### config.mk
export PLATFORM = sky130hd
export DESIGN_NAME = battery_charge_state_inference_flat
export DESIGN_NICKNAME = d
export VERILOG_FILES = /design/src/hdl/bcsi_pkg.sv /design/src/hdl/bcsi_if.sv /design/src/hdl/bcsi_window.sv /design/src/hdl/bcsi_div.sv /design/src/hdl/battery_charge_state_inference.sv /design/src/flat_wrapper.sv
export VERILOG_INCLUDE_DIRS = /design/src /design/src/hdl
export SDC_FILE = /design/constraint.sdc
export NUM_CORES = 2
export LEC_CHECK = 0
export BUFFER_PORTS_ARGS = -buffer_cell sky130_fd_sc_hd__buf_2
export CORE_ASPECT_RATIO = 0.6
export CORE_UTILIZATION = 60
export DETAILED_ROUTE_END_ITERATION = 12
export MAX_ROUTING_LAYER = met4
export PLACE_DENSITY_LB_ADDON = 0.12
export SKIP_CTS_REPAIR_TIMING = 1
export SYNTH_ARGS = -nofsm -noshare
export SYNTH_HDL_FRONTEND = slang
export SYNTH_HIERARCHICAL = 1
export SYNTH_SLANG_ARGS = --single-unit
### constraint.sdc
create_clock -name clk -period 12.42 [get_ports clk]
set_clock_uncertainty 0.05 [all_clocks]
set_input_delay 1.863 -clock clk [delete_from_list [all_inputs] [get_ports clk]]
set_output_delay 1.863 -clock clk [all_outputs]
set_load 0.03 [all_outputs]
### src/hdl/battery_charge_state_inference_defines.svh
// Assertion macros shared by the battery charge state inference RTL.
// No dependencies; each user must have clk and rst_n in scope.
`ifndef BATTERY_CHARGE_STATE_INFERENCE_DEFINES_SVH
`define BATTERY_CHARGE_STATE_INFERENCE_DEFINES_SVH

// Same-cycle implication, disabled while reset is asserted
`define BCSI_ASSERT_NOW(lbl, ante, cons, msg) \
  lbl: assert property (@(posedge clk) disable iff (!rst_n) (ante) |-> (cons)) \
    else $error(msg);

// Next-cycle implication, disabled while reset is asserted
`define BCSI_ASSERT_NEXT(lbl, ante, cons, msg) \
  lbl: assert property (@(posedge clk) disable iff (!rst_n) (ante) |=> (cons)) \
    else $error(msg);

`endif

### src/hdl/bcsi_pkg.sv
// Package for the battery charge state inference block: widths, codes,
// reset values and shared types. No dependencies.
`default_nettype none

package bcsi_pkg;

  // Window depth default
  localparam int HISTORY_DEPTH_DEF = 16;

  // Field widths
  localparam int V_W        = 14;
  localparam int PC_W       = 8;
  localparam int T_W        = 48;
  localparam int SLOPE_W    = 19;
  localparam int LVL_W      = 8;
  localparam int THR_W      = 16;
  localparam int PER_W      = 12;
  localparam int TMO_W      = 17;
  localparam int TMO_US_W   = 37;
  localparam int CFG_IDX_W  = 3;
  localparam int CFG_DATA_W = 17;

  // Arithmetic constants
  localparam int S_PER_MIN     = 60;
  localparam int US_PER_S      = 1000000;
  localparam int SLOPE_MAX     = 262143;
  localparam int SLOPE_MIN_MAG = 262144;
  localparam logic signed [SLOPE_W-1:0] SLOPE_MAX_VAL = SLOPE_W'(SLOPE_MAX);
  localparam logic signed [SLOPE_W-1:0] SLOPE_MIN_VAL = {1'b1, {(SLOPE_W-1){1'b0}}};

  // Configuration register indexes
  localparam logic [CFG_IDX_W-1:0] CFG_FULL_VOLTAGE = 3'd0;
  localparam logic [CFG_IDX_W-1:0] CFG_RISE_THR     = 3'd1;
  localparam logic [CFG_IDX_W-1:0] CFG_FALL_THR     = 3'd2;
  localparam logic [CFG_IDX_W-1:0] CFG_PERIOD       = 3'd3;
  localparam logic [CFG_IDX_W-1:0] CFG_IDLE_TMO     = 3'd4;
  localparam logic [CFG_IDX_W-1:0] CFG_WAKE_LEVEL   = 3'd5;

  // Configuration reset values
  localparam logic [V_W-1:0]   FULL_VOLTAGE_RST = 14'd4200;
  localparam logic [THR_W-1:0] RISE_THR_RST     = 16'd3;
  localparam logic [THR_W-1:0] FALL_THR_RST     = 16'd3;
  localparam logic [PER_W-1:0] PERIOD_RST       = 12'd30;
  localparam logic [TMO_W-1:0] IDLE_TMO_RST     = 17'd60;
  localparam logic [LVL_W-1:0] WAKE_LEVEL_RST   = 8'd255;

  // Item kinds
  localparam logic FUNC_SAMPLE = 1'b0;
  localparam logic FUNC_KEY    = 1'b1;

  typedef enum logic [1:0] {
    MODE_UNKNOWN  = 2'd0,
    MODE_CHARGING = 2'd1,
    MODE_BATTERY  = 2'd2
  } mode_t;

  typedef enum logic [2:0] {
    S_IDLE,
    S_PREP,
    S_WALK,
    S_DIV,
    S_DECIDE
  } state_t;

  // Control from the sequencer to the window store
  typedef struct packed {
    logic wr_en;
    logic start;
  } win_ctl_t;

endpackage

`default_nettype wire

### src/hdl/bcsi_if.sv
// Valid/ready channel interfaces for the input items and the result items.
// Depends on bcsi_pkg.
`default_nettype none

interface bcsi_in_if;
  import bcsi_pkg::*;

  logic                   valid;
  logic                   ready;
  logic                   func;
  logic [V_W-1:0]         voltage_mv;
  logic signed [PC_W-1:0] charge_percent;
  logic [T_W-1:0]         time_us;

  modport source (output valid, func, voltage_mv, charge_percent, time_us, input ready);
  modport sink   (input valid, func, voltage_mv, charge_percent, time_us, output ready);
endinterface

interface bcsi_out_if #(
  parameter int HISTORY_DEPTH = bcsi_pkg::HISTORY_DEPTH_DEF
);
  import bcsi_pkg::*;

  localparam int CNT_W = $clog2(HISTORY_DEPTH + 1);

  logic                      valid;
  logic                      ready;
  logic [1:0]                power_mode;
  logic signed [SLOPE_W-1:0] slope_mv_per_min;
  logic [V_W-1:0]            latest_mv;
  logic signed [PC_W-1:0]    latest_percent;
  logic [CNT_W-1:0]          sample_count;
  logic                      screen_is_off;
  logic                      backlight_write;
  logic [LVL_W-1:0]          backlight_level;
  logic                      key_swallowed;

  modport source (output valid, power_mode, slope_mv_per_min, latest_mv, latest_percent,
                  sample_count, screen_is_off, backlight_write, backlight_level,
                  key_swallowed, input ready);
  modport sink   (input valid, power_mode, slope_mv_per_min, latest_mv, latest_percent,
                  sample_count, screen_is_off, backlight_write, backlight_level,
                  key_swallowed, output ready);
endinterface

`default_nettype wire

### src/hdl/bcsi_window.sv
// Voltage window store (synchronous RAM, registered read) and the walk that
// accumulates the least-squares numerator and denominator. Depends on bcsi_pkg.
`default_nettype none

module bcsi_window #(
  parameter int HISTORY_DEPTH = bcsi_pkg::HISTORY_DEPTH_DEF,
  localparam int IDX_W = (HISTORY_DEPTH > 1) ? $clog2(HISTORY_DEPTH) : 1,
  localparam int CNT_W = $clog2(HISTORY_DEPTH + 1),
  localparam int XP_W  = CNT_W + 1,
  localparam int NUM_W = XP_W + bcsi_pkg::V_W + 1 + CNT_W,
  localparam int DEN_W = 2 * XP_W + CNT_W
) (
  input  wire logic                     clk,
  input  wire logic                     rst_n,
  input  wire bcsi_pkg::win_ctl_t       ctl,
  input  wire logic [IDX_W-1:0]         wr_addr,
  input  wire logic [bcsi_pkg::V_W-1:0] wr_data,
  input  wire logic [IDX_W-1:0]         rd_base,
  input  wire logic [CNT_W-1:0]         rd_count,
  output logic                          done,
  output logic signed [NUM_W-1:0]       num,
  output logic [DEN_W-1:0]              den
);
  import bcsi_pkg::*;

  logic [V_W-1:0]          mem [HISTORY_DEPTH];
  logic [V_W-1:0]          rd_data_r;
  logic [IDX_W-1:0]        rd_addr_r;
  logic [CNT_W-1:0]        left_r;
  logic                    walk_r;
  logic                    vld_d_r;
  logic signed [XP_W-1:0]  xp_r;
  logic signed [XP_W-1:0]  xp_d_r;
  logic signed [NUM_W-1:0] num_r;
  logic [DEN_W-1:0]        den_r;

  logic                    issue;
  logic [IDX_W-1:0]        addr_next;
  logic signed [XP_W+V_W:0] prod;
  logic signed [2*XP_W-1:0] sq;
  logic signed [XP_W-1:0]  xp_init;

  // RAM write port: new samples land at the head
  always_ff @(posedge clk) begin
    if (ctl.wr_en) begin
      mem[wr_addr] <= wr_data;
    end
  end

  // RAM read port, data registered
  always_ff @(posedge clk) begin
    rd_data_r <= mem[rd_addr_r];
  end

  assign issue     = walk_r && (left_r != '0);
  assign done      = walk_r && (left_r == '0) && !vld_d_r;
  assign addr_next = (rd_addr_r == IDX_W'(HISTORY_DEPTH - 1)) ? '0 : rd_addr_r + 1'b1;
  // centered abscissa starts at -(n-1) and steps by two
  assign xp_init   = $signed(XP_W'(1)) - $signed({1'b0, rd_count});
  assign prod      = xp_d_r * $signed({1'b0, rd_data_r});
  assign sq        = xp_d_r * xp_d_r;

  // Walk control
  always_ff @(posedge clk) begin
    if (!rst_n) begin
      walk_r  <= 1'b0;
      left_r  <= '0;
      vld_d_r <= 1'b0;
    end else if (ctl.start) begin
      walk_r  <= 1'b1;
      left_r  <= rd_count;
      vld_d_r <= 1'b0;
    end else begin
      vld_d_r <= issue;
      if (issue) begin
        left_r <= left_r - 1'b1;
      end
      if (done) begin
        walk_r <= 1'b0;
      end
    end
  end

  // Address walk and accumulation, one entry per cycle
  always_ff @(posedge clk) begin
    if (ctl.start) begin
      rd_addr_r <= rd_base;
      xp_r      <= xp_init;
      num_r     <= '0;
      den_r     <= '0;
    end else begin
      if (issue) begin
        rd_addr_r <= addr_next;
        xp_r      <= xp_r + $signed(XP_W'(2));
        xp_d_r    <= xp_r;
      end
      if (vld_d_r) begin
        num_r <= num_r + NUM_W'(prod);
        den_r <= den_r + DEN_W'($unsigned(sq));
      end
    end
  end

  assign num = num_r;
  assign den = den_r;

endmodule

`default_nettype wire

### src/hdl/bcsi_div.sv
// Slope divider: scales the numerator by 60, divides by 2*den*period one
// quotient bit per cycle, truncates toward zero and saturates. Depends on bcsi_pkg.
`default_nettype none

module bcsi_div #(
  parameter int HISTORY_DEPTH = bcsi_pkg::HISTORY_DEPTH_DEF,
  localparam int CNT_W = $clog2(HISTORY_DEPTH + 1),
  localparam int XP_W  = CNT_W + 1,
  localparam int NUM_W = XP_W + bcsi_pkg::V_W + 1 + CNT_W,
  localparam int DEN_W = 2 * XP_W + CNT_W
) (
  input  wire logic                                clk,
  input  wire logic                                rst_n,
  input  wire logic                                start,
  input  wire logic signed [NUM_W-1:0]             num,
  input  wire logic [DEN_W-1:0]                    den,
  input  wire logic [bcsi_pkg::PER_W-1:0]          period,
  output logic                                     done,
  output logic signed [bcsi_pkg::SLOPE_W-1:0]      quot
);
  import bcsi_pkg::*;

  localparam int DVD_W = NUM_W + 6;
  localparam int DP_W  = DEN_W + PER_W;
  localparam int DSR_W = DP_W + 1;
  localparam int ITR_W = $clog2(DVD_W + 1);

  logic                      run_r;
  logic                      done_r;
  logic [ITR_W-1:0]          cnt_r;
  logic                      neg_r;
  logic [DVD_W-1:0]          quo_r;
  logic [DSR_W-1:0]          rem_r;
  logic [DSR_W-1:0]          dsr_r;
  logic signed [SLOPE_W-1:0] quot_r;

  logic [NUM_W-1:0]          mag;
  logic [DVD_W-1:0]          dvd_init;
  logic [PER_W-1:0]          per_eff;
  logic [DP_W-1:0]           dp;
  logic [DSR_W:0]            rem_sh;
  logic                      ge;
  logic signed [SLOPE_W-1:0] qsat;

  // Operand setup: magnitude times 60, divisor 2*den*period
  assign mag      = num[NUM_W-1] ? NUM_W'(-num) : NUM_W'(num);
  assign dvd_init = DVD_W'(mag) * DVD_W'(S_PER_MIN);
  assign per_eff  = (period == '0) ? PER_W'(1) : period;
  assign dp       = DP_W'(den) * DP_W'(per_eff);

  // Restoring step
  assign rem_sh = {rem_r, quo_r[DVD_W-1]};
  assign ge     = rem_sh >= {1'b0, dsr_r};

  // Sign and saturation of the truncated quotient
  always_comb begin
    if (!neg_r) begin
      qsat = (quo_r > DVD_W'(SLOPE_MAX)) ? SLOPE_MAX_VAL : $signed(quo_r[SLOPE_W-1:0]);
    end else begin
      qsat = (quo_r > DVD_W'(SLOPE_MIN_MAG)) ? SLOPE_MIN_VAL
                                              : -$signed(quo_r[SLOPE_W-1:0]);
    end
  end

  // Control
  always_ff @(posedge clk) begin
    if (!rst_n) begin
      run_r  <= 1'b0;
      done_r <= 1'b0;
      cnt_r  <= '0;
    end else begin
      done_r <= 1'b0;
      if (start) begin
        run_r <= 1'b1;
        cnt_r <= ITR_W'(DVD_W);
      end else if (run_r) begin
        if (cnt_r != '0) begin
          cnt_r <= cnt_r - 1'b1;
        end else begin
          run_r  <= 1'b0;
          done_r <= 1'b1;
        end
      end
    end
  end

  // Datapath
  always_ff @(posedge clk) begin
    if (start) begin
      neg_r <= num[NUM_W-1];
      quo_r <= dvd_init;
      rem_r <= '0;
      dsr_r <= {dp, 1'b0};
    end else if (run_r) begin
      if (cnt_r != '0) begin
        quo_r <= {quo_r[DVD_W-2:0], ge};
        rem_r <= ge ? DSR_W'(rem_sh - {1'b0, dsr_r}) : DSR_W'(rem_sh);
      end else begin
        quot_r <= qsat;
      end
    end
  end

  assign done = done_r;
  assign quot = quot_r;

endmodule

`default_nettype wire

### src/hdl/battery_charge_state_inference.sv
// Battery charge state inference, top level: configuration, sequencer,
// power mode decision and screen-off machine. Depends on bcsi_pkg, bcsi_if,
// bcsi_window, bcsi_div and battery_charge_state_inference_defines.svh.
//
// Usage:
//   in_ch carries one item per transfer: a battery sample (func 0) or a key
//   press (func 1). out_ch returns exactly one result per item, in order.
//   cfg_wr_en/cfg_index/cfg_wdata write a configuration register;
//   write only while no item is in flight.
// Order of work (one item at a time):
//   Key items and samples with fewer than two readings go from the input
//   transfer through S_PREP and S_DECIDE to the output register.
//   Samples with n >= 2 readings also pass S_WALK and S_DIV: the walk reads
//   one window entry per cycle and the divider takes one quotient bit per
//   cycle (32 bits at depth 16).
//   in_ch.ready is high only in idle, from the cycle after a result is loaded.
// Reset: synchronous, active low; window empty, mode unknown, screen on,
//   configuration back to its defaults. The window RAM is not cleared.
// Stall: a finished result sits in the output register; the next item is
//   accepted meanwhile, and its result waits until out_ch.ready takes the first.
`default_nettype none
`include "battery_charge_state_inference_defines.svh"

module battery_charge_state_inference #(
  parameter int HISTORY_DEPTH = bcsi_pkg::HISTORY_DEPTH_DEF
) (
  input  wire logic                          clk,
  input  wire logic                          rst_n,
  bcsi_in_if.sink                            in_ch,
  bcsi_out_if.source                         out_ch,
  input  wire logic                          cfg_wr_en,
  input  wire logic [bcsi_pkg::CFG_IDX_W-1:0]  cfg_index,
  input  wire logic [bcsi_pkg::CFG_DATA_W-1:0] cfg_wdata
);
  import bcsi_pkg::*;

  localparam int IDX_W = (HISTORY_DEPTH > 1) ? $clog2(HISTORY_DEPTH) : 1;
  localparam int CNT_W = $clog2(HISTORY_DEPTH + 1);
  localparam int SUM_W = CNT_W + 1;
  localparam int XP_W  = CNT_W + 1;
  localparam int NUM_W = XP_W + V_W + 1 + CNT_W;
  localparam int DEN_W = 2 * XP_W + CNT_W;
  localparam int DIF_W = T_W + 1;

  // Configuration registers
  logic [V_W-1:0]   full_v_r;
  logic [THR_W-1:0] rise_r;
  logic [THR_W-1:0] fall_r;
  logic [PER_W-1:0] period_r;
  logic [TMO_W-1:0] tmo_r;
  logic [LVL_W-1:0] wake_r;
  logic [TMO_US_W-1:0] tmo_us_r;

  // Block state
  state_t                    state_r, state_nxt;
  logic                      func_r;
  logic [T_W-1:0]            time_r;
  logic [IDX_W-1:0]          head_r;
  logic [CNT_W-1:0]          fill_r;
  logic [V_W-1:0]            last_mv_r;
  logic signed [PC_W-1:0]    last_pc_r;
  mode_t                     mode_r;
  logic signed [SLOPE_W-1:0] slope_r;
  logic [T_W-1:0]            last_key_r;
  logic                      blanked_r;
  logic                      idle_r;

  // Output register
  logic                      out_valid_r;
  mode_t                     out_mode_r;
  logic signed [SLOPE_W-1:0] out_slope_r;
  logic [V_W-1:0]            out_mv_r;
  logic signed [PC_W-1:0]    out_pc_r;
  logic [CNT_W-1:0]          out_count_r;
  logic                      out_off_r;
  logic                      out_blw_r;
  logic [LVL_W-1:0]          out_lvl_r;
  logic                      out_swl_r;

  // Sequencer outputs
  logic     in_rdy;
  logic     accept;
  logic     div_start;
  logic     out_load;
  win_ctl_t win_ctl;

  logic                      win_done;
  logic signed [NUM_W-1:0]   win_num;
  logic [DEN_W-1:0]          win_den;
  logic                      div_done;
  logic signed [SLOPE_W-1:0] div_q;

  logic [SUM_W-1:0]          st_sum;
  logic [IDX_W-1:0]          st_addr;
  logic                      few;
  logic signed [DIF_W-1:0]   dt;
  logic signed [SLOPE_W:0]   slope_x;
  logic                      rise_ok;
  logic                      fall_ok;
  mode_t                     mode_calc;
  mode_t                     mode_new;
  logic                      blank_new;
  logic                      blw;
  logic [LVL_W-1:0]          lvl;
  logic                      swl;

  assign accept = in_ch.valid && in_rdy;
  assign few    = fill_r < CNT_W'(2);

  // Configuration writes; unknown indexes are dropped
  always_ff @(posedge clk) begin
    if (!rst_n) begin
      full_v_r <= FULL_VOLTAGE_RST;
      rise_r   <= RISE_THR_RST;
      fall_r   <= FALL_THR_RST;
      period_r <= PERIOD_RST;
      tmo_r    <= IDLE_TMO_RST;
      wake_r   <= WAKE_LEVEL_RST;
    end else if (cfg_wr_en) begin
      case (cfg_index)
        CFG_FULL_VOLTAGE: full_v_r <= cfg_wdata[V_W-1:0];
        CFG_RISE_THR:     rise_r   <= cfg_wdata[THR_W-1:0];
        CFG_FALL_THR:     fall_r   <= cfg_wdata[THR_W-1:0];
        CFG_PERIOD:       period_r <= cfg_wdata[PER_W-1:0];
        CFG_IDLE_TMO:     tmo_r    <= cfg_wdata[TMO_W-1:0];
        CFG_WAKE_LEVEL:   wake_r   <= cfg_wdata[LVL_W-1:0];
        default: ;
      endcase
    end
  end

  // Idle timeout in microseconds and the idle test, both registered
  assign dt = $signed({1'b0, time_r}) - $signed({1'b0, last_key_r});
  always_ff @(posedge clk) begin
    tmo_us_r <= TMO_US_W'(tmo_r) * TMO_US_W'(US_PER_S);
    idle_r   <= dt >= $signed(DIF_W'(tmo_us_r));
  end

  // Oldest entry of the window
  assign st_sum  = SUM_W'(head_r) + SUM_W'(HISTORY_DEPTH) - SUM_W'(fill_r);
  assign st_addr = (st_sum >= SUM_W'(HISTORY_DEPTH)) ? IDX_W'(st_sum - SUM_W'(HISTORY_DEPTH))
                                                     : IDX_W'(st_sum);

  // Sequencer
  always_comb begin
    state_nxt     = state_r;
    in_rdy        = 1'b0;
    win_ctl.start = 1'b0;
    win_ctl.wr_en = 1'b0;
    div_start     = 1'b0;
    out_load      = 1'b0;
    case (state_r)
      S_IDLE: begin
        in_rdy        = 1'b1;
        win_ctl.wr_en = in_ch.valid && (in_ch.func == FUNC_SAMPLE) && (in_ch.voltage_mv != '0);
        if (in_ch.valid) begin
          state_nxt = S_PREP;
        end
      end
      S_PREP: begin
        if (func_r == FUNC_KEY || few) begin
          state_nxt = S_DECIDE;
        end else begin
          win_ctl.start = 1'b1;
          state_nxt     = S_WALK;
        end
      end
      S_WALK: begin
        if (win_done) begin
          div_start = 1'b1;
          state_nxt = S_DIV;
        end
      end
      S_DIV: begin
        if (div_done) begin
          state_nxt = S_DECIDE;
        end
      end
      S_DECIDE: begin
        if (!out_valid_r || out_ch.ready) begin
          out_load  = 1'b1;
          state_nxt = S_IDLE;
        end
      end
      default: state_nxt = S_IDLE;
    endcase
  end

  always_ff @(posedge clk) begin
    if (!rst_n) begin
      state_r <= S_IDLE;
    end else begin
      state_r <= state_nxt;
    end
  end

  // Power mode decision from the fresh slope
  assign slope_x = {slope_r[SLOPE_W-1], slope_r};
  assign rise_ok = slope_x >= $signed({4'b0, rise_r});
  assign fall_ok = slope_x <= -$signed({4'b0, fall_r});

  always_comb begin
    if (few) begin
      mode_calc = MODE_UNKNOWN;
    end else if (last_mv_r >= full_v_r) begin
      mode_calc = MODE_CHARGING;
    end else if (rise_ok) begin
      mode_calc = MODE_CHARGING;
    end else if (fall_ok) begin
      mode_calc = MODE_BATTERY;
    end else begin
      mode_calc = mode_r;
    end
  end

  // Screen-off machine
  always_comb begin
    mode_new  = mode_r;
    blank_new = blanked_r;
    blw       = 1'b0;
    lvl       = '0;
    swl       = 1'b0;
    if (func_r == FUNC_SAMPLE) begin
      mode_new = mode_calc;
      if (!blanked_r && idle_r && mode_calc == MODE_BATTERY) begin
        blw       = 1'b1;
        blank_new = 1'b1;
      end else if (blanked_r && mode_calc != MODE_BATTERY) begin
        blw       = 1'b1;
        lvl       = wake_r;
        blank_new = 1'b0;
      end
    end else if (blanked_r) begin
      blw       = 1'b1;
      lvl       = wake_r;
      blank_new = 1'b0;
      swl       = 1'b1;
    end
  end

  // Block state updates
  always_ff @(posedge clk) begin
    if (!rst_n) begin
      head_r     <= '0;
      fill_r     <= '0;
      last_mv_r  <= '0;
      last_pc_r  <= '1;
      mode_r     <= MODE_UNKNOWN;
      slope_r    <= '0;
      last_key_r <= '0;
      blanked_r  <= 1'b0;
    end else begin
      if (win_ctl.wr_en) begin
        head_r    <= (head_r == IDX_W'(HISTORY_DEPTH - 1)) ? '0 : head_r + 1'b1;
        last_mv_r <= in_ch.voltage_mv;
        if (fill_r < CNT_W'(HISTORY_DEPTH)) begin
          fill_r <= fill_r + 1'b1;
        end
      end
      if (accept && in_ch.func == FUNC_SAMPLE && !in_ch.charge_percent[PC_W-1]) begin
        last_pc_r <= in_ch.charge_percent;
      end
      if (state_r == S_PREP && func_r == FUNC_SAMPLE && few) begin
        slope_r <= '0;
      end
      if (state_r == S_DIV && div_done) begin
        slope_r <= div_q;
      end
      if (out_load) begin
        mode_r    <= mode_new;
        blanked_r <= blank_new;
        if (func_r == FUNC_KEY) begin
          last_key_r <= time_r;
        end
      end
    end
  end

  // Item capture
  always_ff @(posedge clk) begin
    if (accept) begin
      func_r <= in_ch.func;
      time_r <= in_ch.time_us;
    end
  end

  // Output register
  always_ff @(posedge clk) begin
    if (!rst_n) begin
      out_valid_r <= 1'b0;
    end else if (out_load) begin
      out_valid_r <= 1'b1;
    end else if (out_ch.ready) begin
      out_valid_r <= 1'b0;
    end
  end

  always_ff @(posedge clk) begin
    if (out_load) begin
      out_mode_r  <= mode_new;
      out_slope_r <= slope_r;
      out_mv_r    <= last_mv_r;
      out_pc_r    <= last_pc_r;
      out_count_r <= fill_r;
      out_off_r   <= blank_new;
      out_blw_r   <= blw;
      out_lvl_r   <= lvl;
      out_swl_r   <= swl;
    end
  end

  assign in_ch.ready             = in_rdy;
  assign out_ch.valid            = out_valid_r;
  assign out_ch.power_mode       = out_mode_r;
  assign out_ch.slope_mv_per_min = out_slope_r;
  assign out_ch.latest_mv        = out_mv_r;
  assign out_ch.latest_percent   = out_pc_r;
  assign out_ch.sample_count     = out_count_r;
  assign out_ch.screen_is_off    = out_off_r;
  assign out_ch.backlight_write  = out_blw_r;
  assign out_ch.backlight_level  = out_lvl_r;
  assign out_ch.key_swallowed    = out_swl_r;

  // Window store and walk
  bcsi_window #(
    .HISTORY_DEPTH(HISTORY_DEPTH)
  ) u_window (
    .clk      (clk),
    .rst_n    (rst_n),
    .ctl      (win_ctl),
    .wr_addr  (head_r),
    .wr_data  (in_ch.voltage_mv),
    .rd_base  (st_addr),
    .rd_count (fill_r),
    .done     (win_done),
    .num      (win_num),
    .den      (win_den)
  );

  // Slope divider
  bcsi_div #(
    .HISTORY_DEPTH(HISTORY_DEPTH)
  ) u_div (
    .clk    (clk),
    .rst_n  (rst_n),
    .start  (div_start),
    .num    (win_num),
    .den    (win_den),
    .period (period_r),
    .done   (div_done),
    .quot   (div_q)
  );

  // Checks
  `BCSI_ASSERT_NOW(a_fill_bound, 1'b1, fill_r <= CNT_W'(HISTORY_DEPTH), "window fill beyond depth")
  `BCSI_ASSERT_NEXT(a_one_item, accept, !in_ch.ready, "second item taken while one is in work")
  `BCSI_ASSERT_NOW(a_walk_done, win_done, state_r == S_WALK, "window walk ended outside walk phase")
  `BCSI_ASSERT_NOW(a_div_done, div_done, state_r == S_DIV, "divider finished outside divide phase")
  `BCSI_ASSERT_NOW(a_blank_level, out_valid_r && out_blw_r && out_off_r, out_lvl_r == '0,
    "blanking command with nonzero level")
  `BCSI_ASSERT_NOW(a_few_unknown, out_valid_r && out_count_r < CNT_W'(2),
    out_mode_r == MODE_UNKNOWN, "known mode with fewer than two samples")

endmodule

`default_nettype wire
### src/flat_wrapper.sv
// flat-port wrapper written by rule: the top's interface ports become plain ports
module battery_charge_state_inference_flat import bcsi_pkg::*;
#(
  parameter int HISTORY_DEPTH = bcsi_pkg::HISTORY_DEPTH_DEF
)
  (clk, rst_n, cfg_wr_en, cfg_index, cfg_wdata, in_ch_valid, in_ch_func, in_ch_voltage_mv, in_ch_charge_percent, in_ch_time_us, in_ch_ready, out_ch_valid, out_ch_power_mode, out_ch_slope_mv_per_min, out_ch_latest_mv, out_ch_latest_percent, out_ch_sample_count, out_ch_screen_is_off, out_ch_backlight_write, out_ch_backlight_level, out_ch_key_swallowed, out_ch_ready);
  bcsi_in_if in_ch_i ();
  bcsi_out_if #(.HISTORY_DEPTH(HISTORY_DEPTH)) out_ch_i ();
  input  wire logic clk;
  input  wire logic rst_n;
  input  wire logic cfg_wr_en;
  input  wire logic [bcsi_pkg::CFG_IDX_W-1:0] cfg_index;
  input  wire logic [bcsi_pkg::CFG_DATA_W-1:0] cfg_wdata;
  input wire logic [$bits(in_ch_i.valid)-1:0] in_ch_valid;
  input wire logic [$bits(in_ch_i.func)-1:0] in_ch_func;
  input wire logic [$bits(in_ch_i.voltage_mv)-1:0] in_ch_voltage_mv;
  input wire logic [$bits(in_ch_i.charge_percent)-1:0] in_ch_charge_percent;
  input wire logic [$bits(in_ch_i.time_us)-1:0] in_ch_time_us;
  output wire logic [$bits(in_ch_i.ready)-1:0] in_ch_ready;
  output wire logic [$bits(out_ch_i.valid)-1:0] out_ch_valid;
  output wire logic [$bits(out_ch_i.power_mode)-1:0] out_ch_power_mode;
  output wire logic [$bits(out_ch_i.slope_mv_per_min)-1:0] out_ch_slope_mv_per_min;
  output wire logic [$bits(out_ch_i.latest_mv)-1:0] out_ch_latest_mv;
  output wire logic [$bits(out_ch_i.latest_percent)-1:0] out_ch_latest_percent;
  output wire logic [$bits(out_ch_i.sample_count)-1:0] out_ch_sample_count;
  output wire logic [$bits(out_ch_i.screen_is_off)-1:0] out_ch_screen_is_off;
  output wire logic [$bits(out_ch_i.backlight_write)-1:0] out_ch_backlight_write;
  output wire logic [$bits(out_ch_i.backlight_level)-1:0] out_ch_backlight_level;
  output wire logic [$bits(out_ch_i.key_swallowed)-1:0] out_ch_key_swallowed;
  input wire logic [$bits(out_ch_i.ready)-1:0] out_ch_ready;
  assign in_ch_i.valid = in_ch_valid;
  assign in_ch_i.func = in_ch_func;
  assign in_ch_i.voltage_mv = in_ch_voltage_mv;
  assign in_ch_i.charge_percent = in_ch_charge_percent;
  assign in_ch_i.time_us = in_ch_time_us;
  assign in_ch_ready = in_ch_i.ready;
  assign out_ch_valid = out_ch_i.valid;
  assign out_ch_power_mode = out_ch_i.power_mode;
  assign out_ch_slope_mv_per_min = out_ch_i.slope_mv_per_min;
  assign out_ch_latest_mv = out_ch_i.latest_mv;
  assign out_ch_latest_percent = out_ch_i.latest_percent;
  assign out_ch_sample_count = out_ch_i.sample_count;
  assign out_ch_screen_is_off = out_ch_i.screen_is_off;
  assign out_ch_backlight_write = out_ch_i.backlight_write;
  assign out_ch_backlight_level = out_ch_i.backlight_level;
  assign out_ch_key_swallowed = out_ch_i.key_swallowed;
  assign out_ch_i.ready = out_ch_ready;
  battery_charge_state_inference #(.HISTORY_DEPTH(HISTORY_DEPTH)) u_core (.clk(clk), .rst_n(rst_n), .in_ch(in_ch_i), .out_ch(out_ch_i), .cfg_wr_en(cfg_wr_en), .cfg_index(cfg_index), .cfg_wdata(cfg_wdata));
endmodule
# Word-level counts from Yosys, hierarchy flattened
# Memories as Yosys holds them, arrays and structs flattened. A register that Yosys moved wholly into a read port is not among the register bits.
# Index checks and enable logic that the tools add are counted.
# totals
mem_bits_rw	224
mem_count	1
regBits	513
output_inout_bits	61
input_bits	96
wordCells	216
# memory_table
name	depth	word_bits	rd	rd_ports_with_merged_regs	write_ports	line	source
u_core.u_window.mem	16	14	1	1	1	bcsi_window.sv:26	logic [V_W-1:0] mem [HISTORY_DEPTH];
# classes
n_lt_le_gt_ge	10
n_reduce_logical	49
eq_ne	17
bitwise	7
mul	5
addsub	17
mux	63
# ops
cell	count
two-way mux 32 bit	3
two-way mux 19 bit	5
>= comparator 49 x 38 -> 1 bit	1
subtractor 48 x 48 -> 49 bit	1
greater-than comparator 32 x 18 -> 1 bit (second input constant)	1
greater-than comparator 32 x 19 -> 1 bit (second input constant)	1
two-way mux 8 bit	4
>= comparator 31 x 30 -> 1 bit	1
multiplier 17 x 14 -> 31 bit (second input constant)	1
multiplier 26 x 4 -> 30 bit (second input constant)	1
two-way mux 30 bit	1
two-way mux 6 bit	5
subtractor 30 bit	1
multiplier 17 x 12 -> 29 bit	1
adder 26 x 21 -> 26 bit	1
two-way mux 26 bit	1
negator 26 bit	1
two-way mux 1 bit	25
AND reduction 2 bit	11
multiplier 6 x 15 -> 21 bit	1
less-or-equal comparator 19 x 20 -> 1 bit	1
two-way mux 4 bit	5
negator 16 -> 20 bit	1
>= comparator 19 x 17 -> 1 bit	1
other kinds (43)	93

# Longest topological paths before layout
# depth
word_depth	11
depth_mapped	26
depth_no_buf	25

# Cells and area by module
# Netlist, hierarchy kept.
# modules_own_cells
mod	cells_per_inst	seq_area_each_um2	area_per_inst_um2	instances
battery_charge_state_inference	2128	7647.3	19991.7	1
bcsi_window	1362	8488.1	16978.8	1
bcsi_div	1762	3173.0	15886.5	1

# Worst setup path after synthesis
# OpenSTA, ideal clock, no wires.
# synth_path
path_kind	reg2reg
start	reg u_core.period_r[5]
end	reg u_core.u_div.dsr_r[26], data pin
stages_incl_launch_ff	22
setup_ns	0.259
slack_ns	6.418
arrival_ns	5.693
t_required_ns	12.111
path_buffers	2
period_less_slack_ns	6.002
path_cell_list	dfxtp_1 > clkbuf_1 > clkbuf_1 > nand2_1 > fa_1 > fa_1 > inv_1 > fa_1 > fa_1 > inv_1 > fa_1 > inv_1 > ha_1 > a21o_1 > a41o_1 > o21ai_0 > o31ai_1 > o41ai_1 > o21ai_0 > a21o_1 > a21oi_1 > xnor2_1
# synth_via
elab_chain_len	3
# synth_rtl
item	line	source
start, declared	battery_charge_state_inference.sv:49	logic [PER_W-1:0] period_r;
start signal, assigned	battery_charge_state_inference.sv:124	CFG_PERIOD: period_r <= cfg_wdata[PER_W-1:0];
zero test 12 bit	bcsi_div.sv:48	assign per_eff = (period == '0) ? PER_W'(1) : period;
two-way mux 12 bit *	bcsi_div.sv:48	
multiplier 17 x 12 -> 29 bit *	bcsi_div.sv:49	assign dp = DP_W'(den) * DP_W'(per_eff);
named net u_core.u_div.dp[25]	bcsi_div.sv:40	logic [DP_W-1:0] dp;
end signal, assigned	bcsi_div.sv:93	dsr_r <= {dp, 1'b0};
end, declared	bcsi_div.sv:34	logic [DSR_W-1:0] dsr_r;
# Mark *: on every way through the listed nets, which the timed path passes. The rest lies on a longest branch.
# A chain may end at the register's enable or synchronous reset.

# Final worst setup path
# layout_path
start	reg u_core.period_r[11]
end	reg u_core.u_div.dsr_r[28], data pin
# Same word-level chain as after synthesis.

==> results by group <==
Outcome
  – Status: finished, final reports clean

Clocking
  – Root buf cell: clkbuf_16
  – Worst skew pair latency: 0.68 ns
  – H-tree Lvls: 3
  – CTS tree: done
  – Num CTS Buffers: 74
  – Clk slew on worst S/H paths: 0.08 ns
  – Worst-case clock buffer depth: 3
  – Clock sinks: 751

Detailed routing
  – Drt first-iter violations: 4,205
  – Vias per Instance: 5.95
  – Vias: 38,958
  – Final wirelength: 136 mm
  – Mean routed wirelength per cell: 20.8 um
  – DR DRC count: 0
  – DRT Pass-1 Iters: 8
  – Final ANT Viol Nets: 0

Finish
  – End-of-flow core utilization: 0.662
  – Fin cells: 6,544
  – Area grow syn2layout: 8.23%
  – Cell area after layout: 57,200 um^2
  – Final Net Count: 6,252
  – Share of layout cells above drive strength 1: 0.0818
  – Fillers: 6,876

Global route
  – Global-route wire length before repair: 213 mm
  – Largest net degree at the start of global routing: 109
  – Antenna violations before repair: 10
  – Global-route usage over all layers: 0.319
  – Vias in the first global route: 36,269
  – GRT Residual Overflow: 0

Place
  – GP Congestion: 0.941
  – # port buffers: 156
  – Detailed Place HPWL: 104 mm
  – Cells after DPL: 6,404
  – DP Area: 54,700 um^2

STA
  – Pins Over Slew Limit: 0
  – Final Hold Vio Count: 0
  – Worst Tran Pin Value: 1.31 ns
  – Relative slew slack: 0.126
  – Final TNS setup: 0 ns
  – Min Tclk post-route: 6.65 ns
  – Crit share post-route: 0.536
  – RSZ-0062 raised after global routing: false
  – WHS: 0.376 ns
  – Fmax: 150 MHz
  – Endpoints failing setup: 0

Synth
  – Yosys warns: 6
  – Register area share after synthesis: 0.365
  – Mapped Nets: 6,171
  – Cell accounting for the most synthesized area: edfxtp_1
  – Leading post-synthesis cells by cell area: edfxtp_1 (24%), fa_1 (13%), dfxtp_1 (12%), ha_1 (11%), nand2_1 (4.8%)
  – Synth Instances: 5,252
  – Post-synth EDFFs: 427
  – Post-synthesis cell area: 52,900 um^2
  – Library cells used by synthesis: 100
  – Ys async rst share: 0
  – Syn Area/Cell: 10.1 um^2
  – Most used DFF post-synth: edfxtp_1
  – Seq cells post-synth: 751
  – Yosys top cell area share: 0.243

Pwr
  – Pleak: 25.2 nW
  – Maximum vdd drop: 0.113 mV
  – Pwr Density: 104 nW/um^2

Floorplan
  – Die width: 385 um
  – Starting density of the core: 0.612
  – Core ar.: 86,400 um^2
  – Ports: 157
  – Cell row count: 83
  – Height of the chip: 232 um
  – Die area: 89,300 um^2

Run
  – Max-Cap Viols: 0

Setup path
  – Worst path required time: 12.78 ns
  – Worst Path Arrival: 7.02 ns
  – Critical path class: flip-flop to flip-flop
  – Worst Path Max Fanout: 19
  – Worst setup EP type: flip-flop
  – Worst setup SP type: flip-flop

Min path
  – Worst hold path class: flip-flop to flip-flop
-- layer usage --
| metal | wire [um] | up-vias | share of wire | GRT usage |
|---|---|---|---|---|
| met5 | 0 | - | 0 | - |
| met4 | 1860 | 0 | 0.014 | 0.0480 |
| met3 | 16000 | 124 | 0.12 | 0.0864 |
| met2 | 51600 | 1562 | 0.38 | 0.393 |
| met1 | 66600 | 19064 | 0.49 | 0.513 |
| li1 | - | 18208 | - | - |
-- cells in the final DEF (no fill, tap or decap), types with 14 or more instances in the layout --
master,n
a211oi_1,36
a21boi_0,127
a21o_1,110
a21oi_1,226
a221oi_1,20
a22o_1,17
a22oi_1,40
a31oi_1,25
and2_1,171
and3_1,17
buf_2,155
buf_4,42
clkbuf_16,75
clkinv_2,14
dfxtp_1,323
edfxtp_1,427
fa_1,346
ha_1,477
inv_1,630
mux2i_1,73
mux4_2,28
nand2_1,679
nand2b_1,41
nand3_1,72
nand4_1,40
nor2_1,224
nor2b_1,61
nor3_1,56
nor4_1,23
o211ai_1,32
o21a_1,27
o21ai_0,156
o21ai_1,31
o21bai_1,27
o311ai_1,14
o31ai_1,22
or3_1,20
xnor2_1,147
xor2_1,71
-- synth_stat cells (41+ instances only) --
| library cell | count |
|---|---|
| nand2_1 | 679 |
| inv_1 | 631 |
| ha_1 | 477 |
| edfxtp_1 | 427 |
| fa_1 | 346 |
| dfxtp_1 | 324 |
| a21oi_1 | 226 |
| nor2_1 | 225 |
| and2_1 | 172 |
| clkbuf_1 | 165 |
| o21ai_0 | 156 |
| xnor2_1 | 147 |
| a21boi_0 | 127 |
| a21o_1 | 110 |
| mux2i_1 | 73 |
| nand3_1 | 72 |
| xor2_1 | 71 |
| nor2b_1 | 63 |
| nor3_1 | 63 |
| nand2b_1 | 41 |
-- cell type report --
type / count / area, um^2 / area share
multi-input cells: 3675 / 30500 / 0.533
clock buffers: 90 / 1960 / 0.0343
well taps: 1147 / 1440 / 0.0251
inverters: 633 / 2380 / 0.0415
flip-flops and latches: 751 / 19300 / 0.338
clock inverters: 47 / 527 / 0.00921
diodes: 3 / 7.51 / 0.000131
repair buffers: 198 / 1100 / 0.0193
-- worst paths after layout --
path,start,to,slack [ns],depth (start not counted)
max reg2reg,u_core/period_r[11]$_SDFFE_PN0P_,u_core/u_div/dsr_r[28]$_DFFE_PP_,5.77,18
min reg2reg,u_core/last_pc_r[1]$_SDFFE_PN1P_,u_core/out_ch.latest_percent[1]$_DFFE_PP_,0.38,0
min,u_core/last_pc_r[1]$_SDFFE_PN1P_,u_core/out_ch.latest_percent[1]$_DFFE_PP_,0.38,0
max,u_core/period_r[11]$_SDFFE_PN0P_,u_core/u_div/dsr_r[28]$_DFFE_PP_,5.77,18
-- through the flow --
step / power, W / setup WS [ns]
after global placement: 0.00362 / 5.92
after global routing: 0.00619 / 5.29
after floorplan: 0.00338 / 6.42
after CTS: 0.00598 / 5.79
final: 0.00596 / 5.77
after detailed placement: 0.00364 / 5.83
-- critical path, cell delays in order, from the launching register on --
cell,delay [ns]
dfxtp_1,0.74
nand2_1,0.17
fa_1,0.55
fa_1,0.56
inv_1,0.07
fa_1,0.51
fa_1,0.54
inv_1,0.05
fa_1,0.52
inv_1,0.04
ha_1,0.34
a21o_1,0.23
a41o_1,0.25
o21ai_0,0.15
o31ai_1,0.13
o41ai_1,0.61
o21ai_0,0.35
a221oi_1,0.43
xnor2_1,0.10
-- flip-flops by register name, indices dropped and copies added (netlist names), 12 cells and up --
name and flops:
u_core/out_ch.latest_mv 14, u_core/out_ch.slope_mv_per_min 19, u_core/u_window/den 17, u_core/u_window/rd_data_r 14, u_core/u_window/mem 224, u_core/last_mv_r 14
u_core/time_r 48, u_core/u_div/quot 19, u_core/slope_r 19, u_core/tmo_us_r 31, u_core/rise_r 16, u_core/fall_r 16
u_core/period_r 12, u_core/tmo_r 17, u_core/u_window/num 26, u_core/full_v_r 14, u_core/last_key_r 48, u_core/u_div/rem_r 30
u_core/u_div/dsr_r 29, u_core/u_div/quo_r 32
-- report_power, final --
group,leakage (nW),switching [W],internal [W]
Sequential,6.48,0.0000594,0.00270
Combinational,17.6,0.000525,0.000323
Clock,1.21,0.00105,0.00130
Total,25.2,0.00164,0.00432
-- logic make-up after synthesis --
kind of cell,share of synthesized area
simple gates,0.133
compound gates,0.133
buf+inv,0.0597
fa+ha+maj,0.244
flops,0.365
xor+xnor,0.0361
mux,0.0290
(Power assumes the default switching activity.)
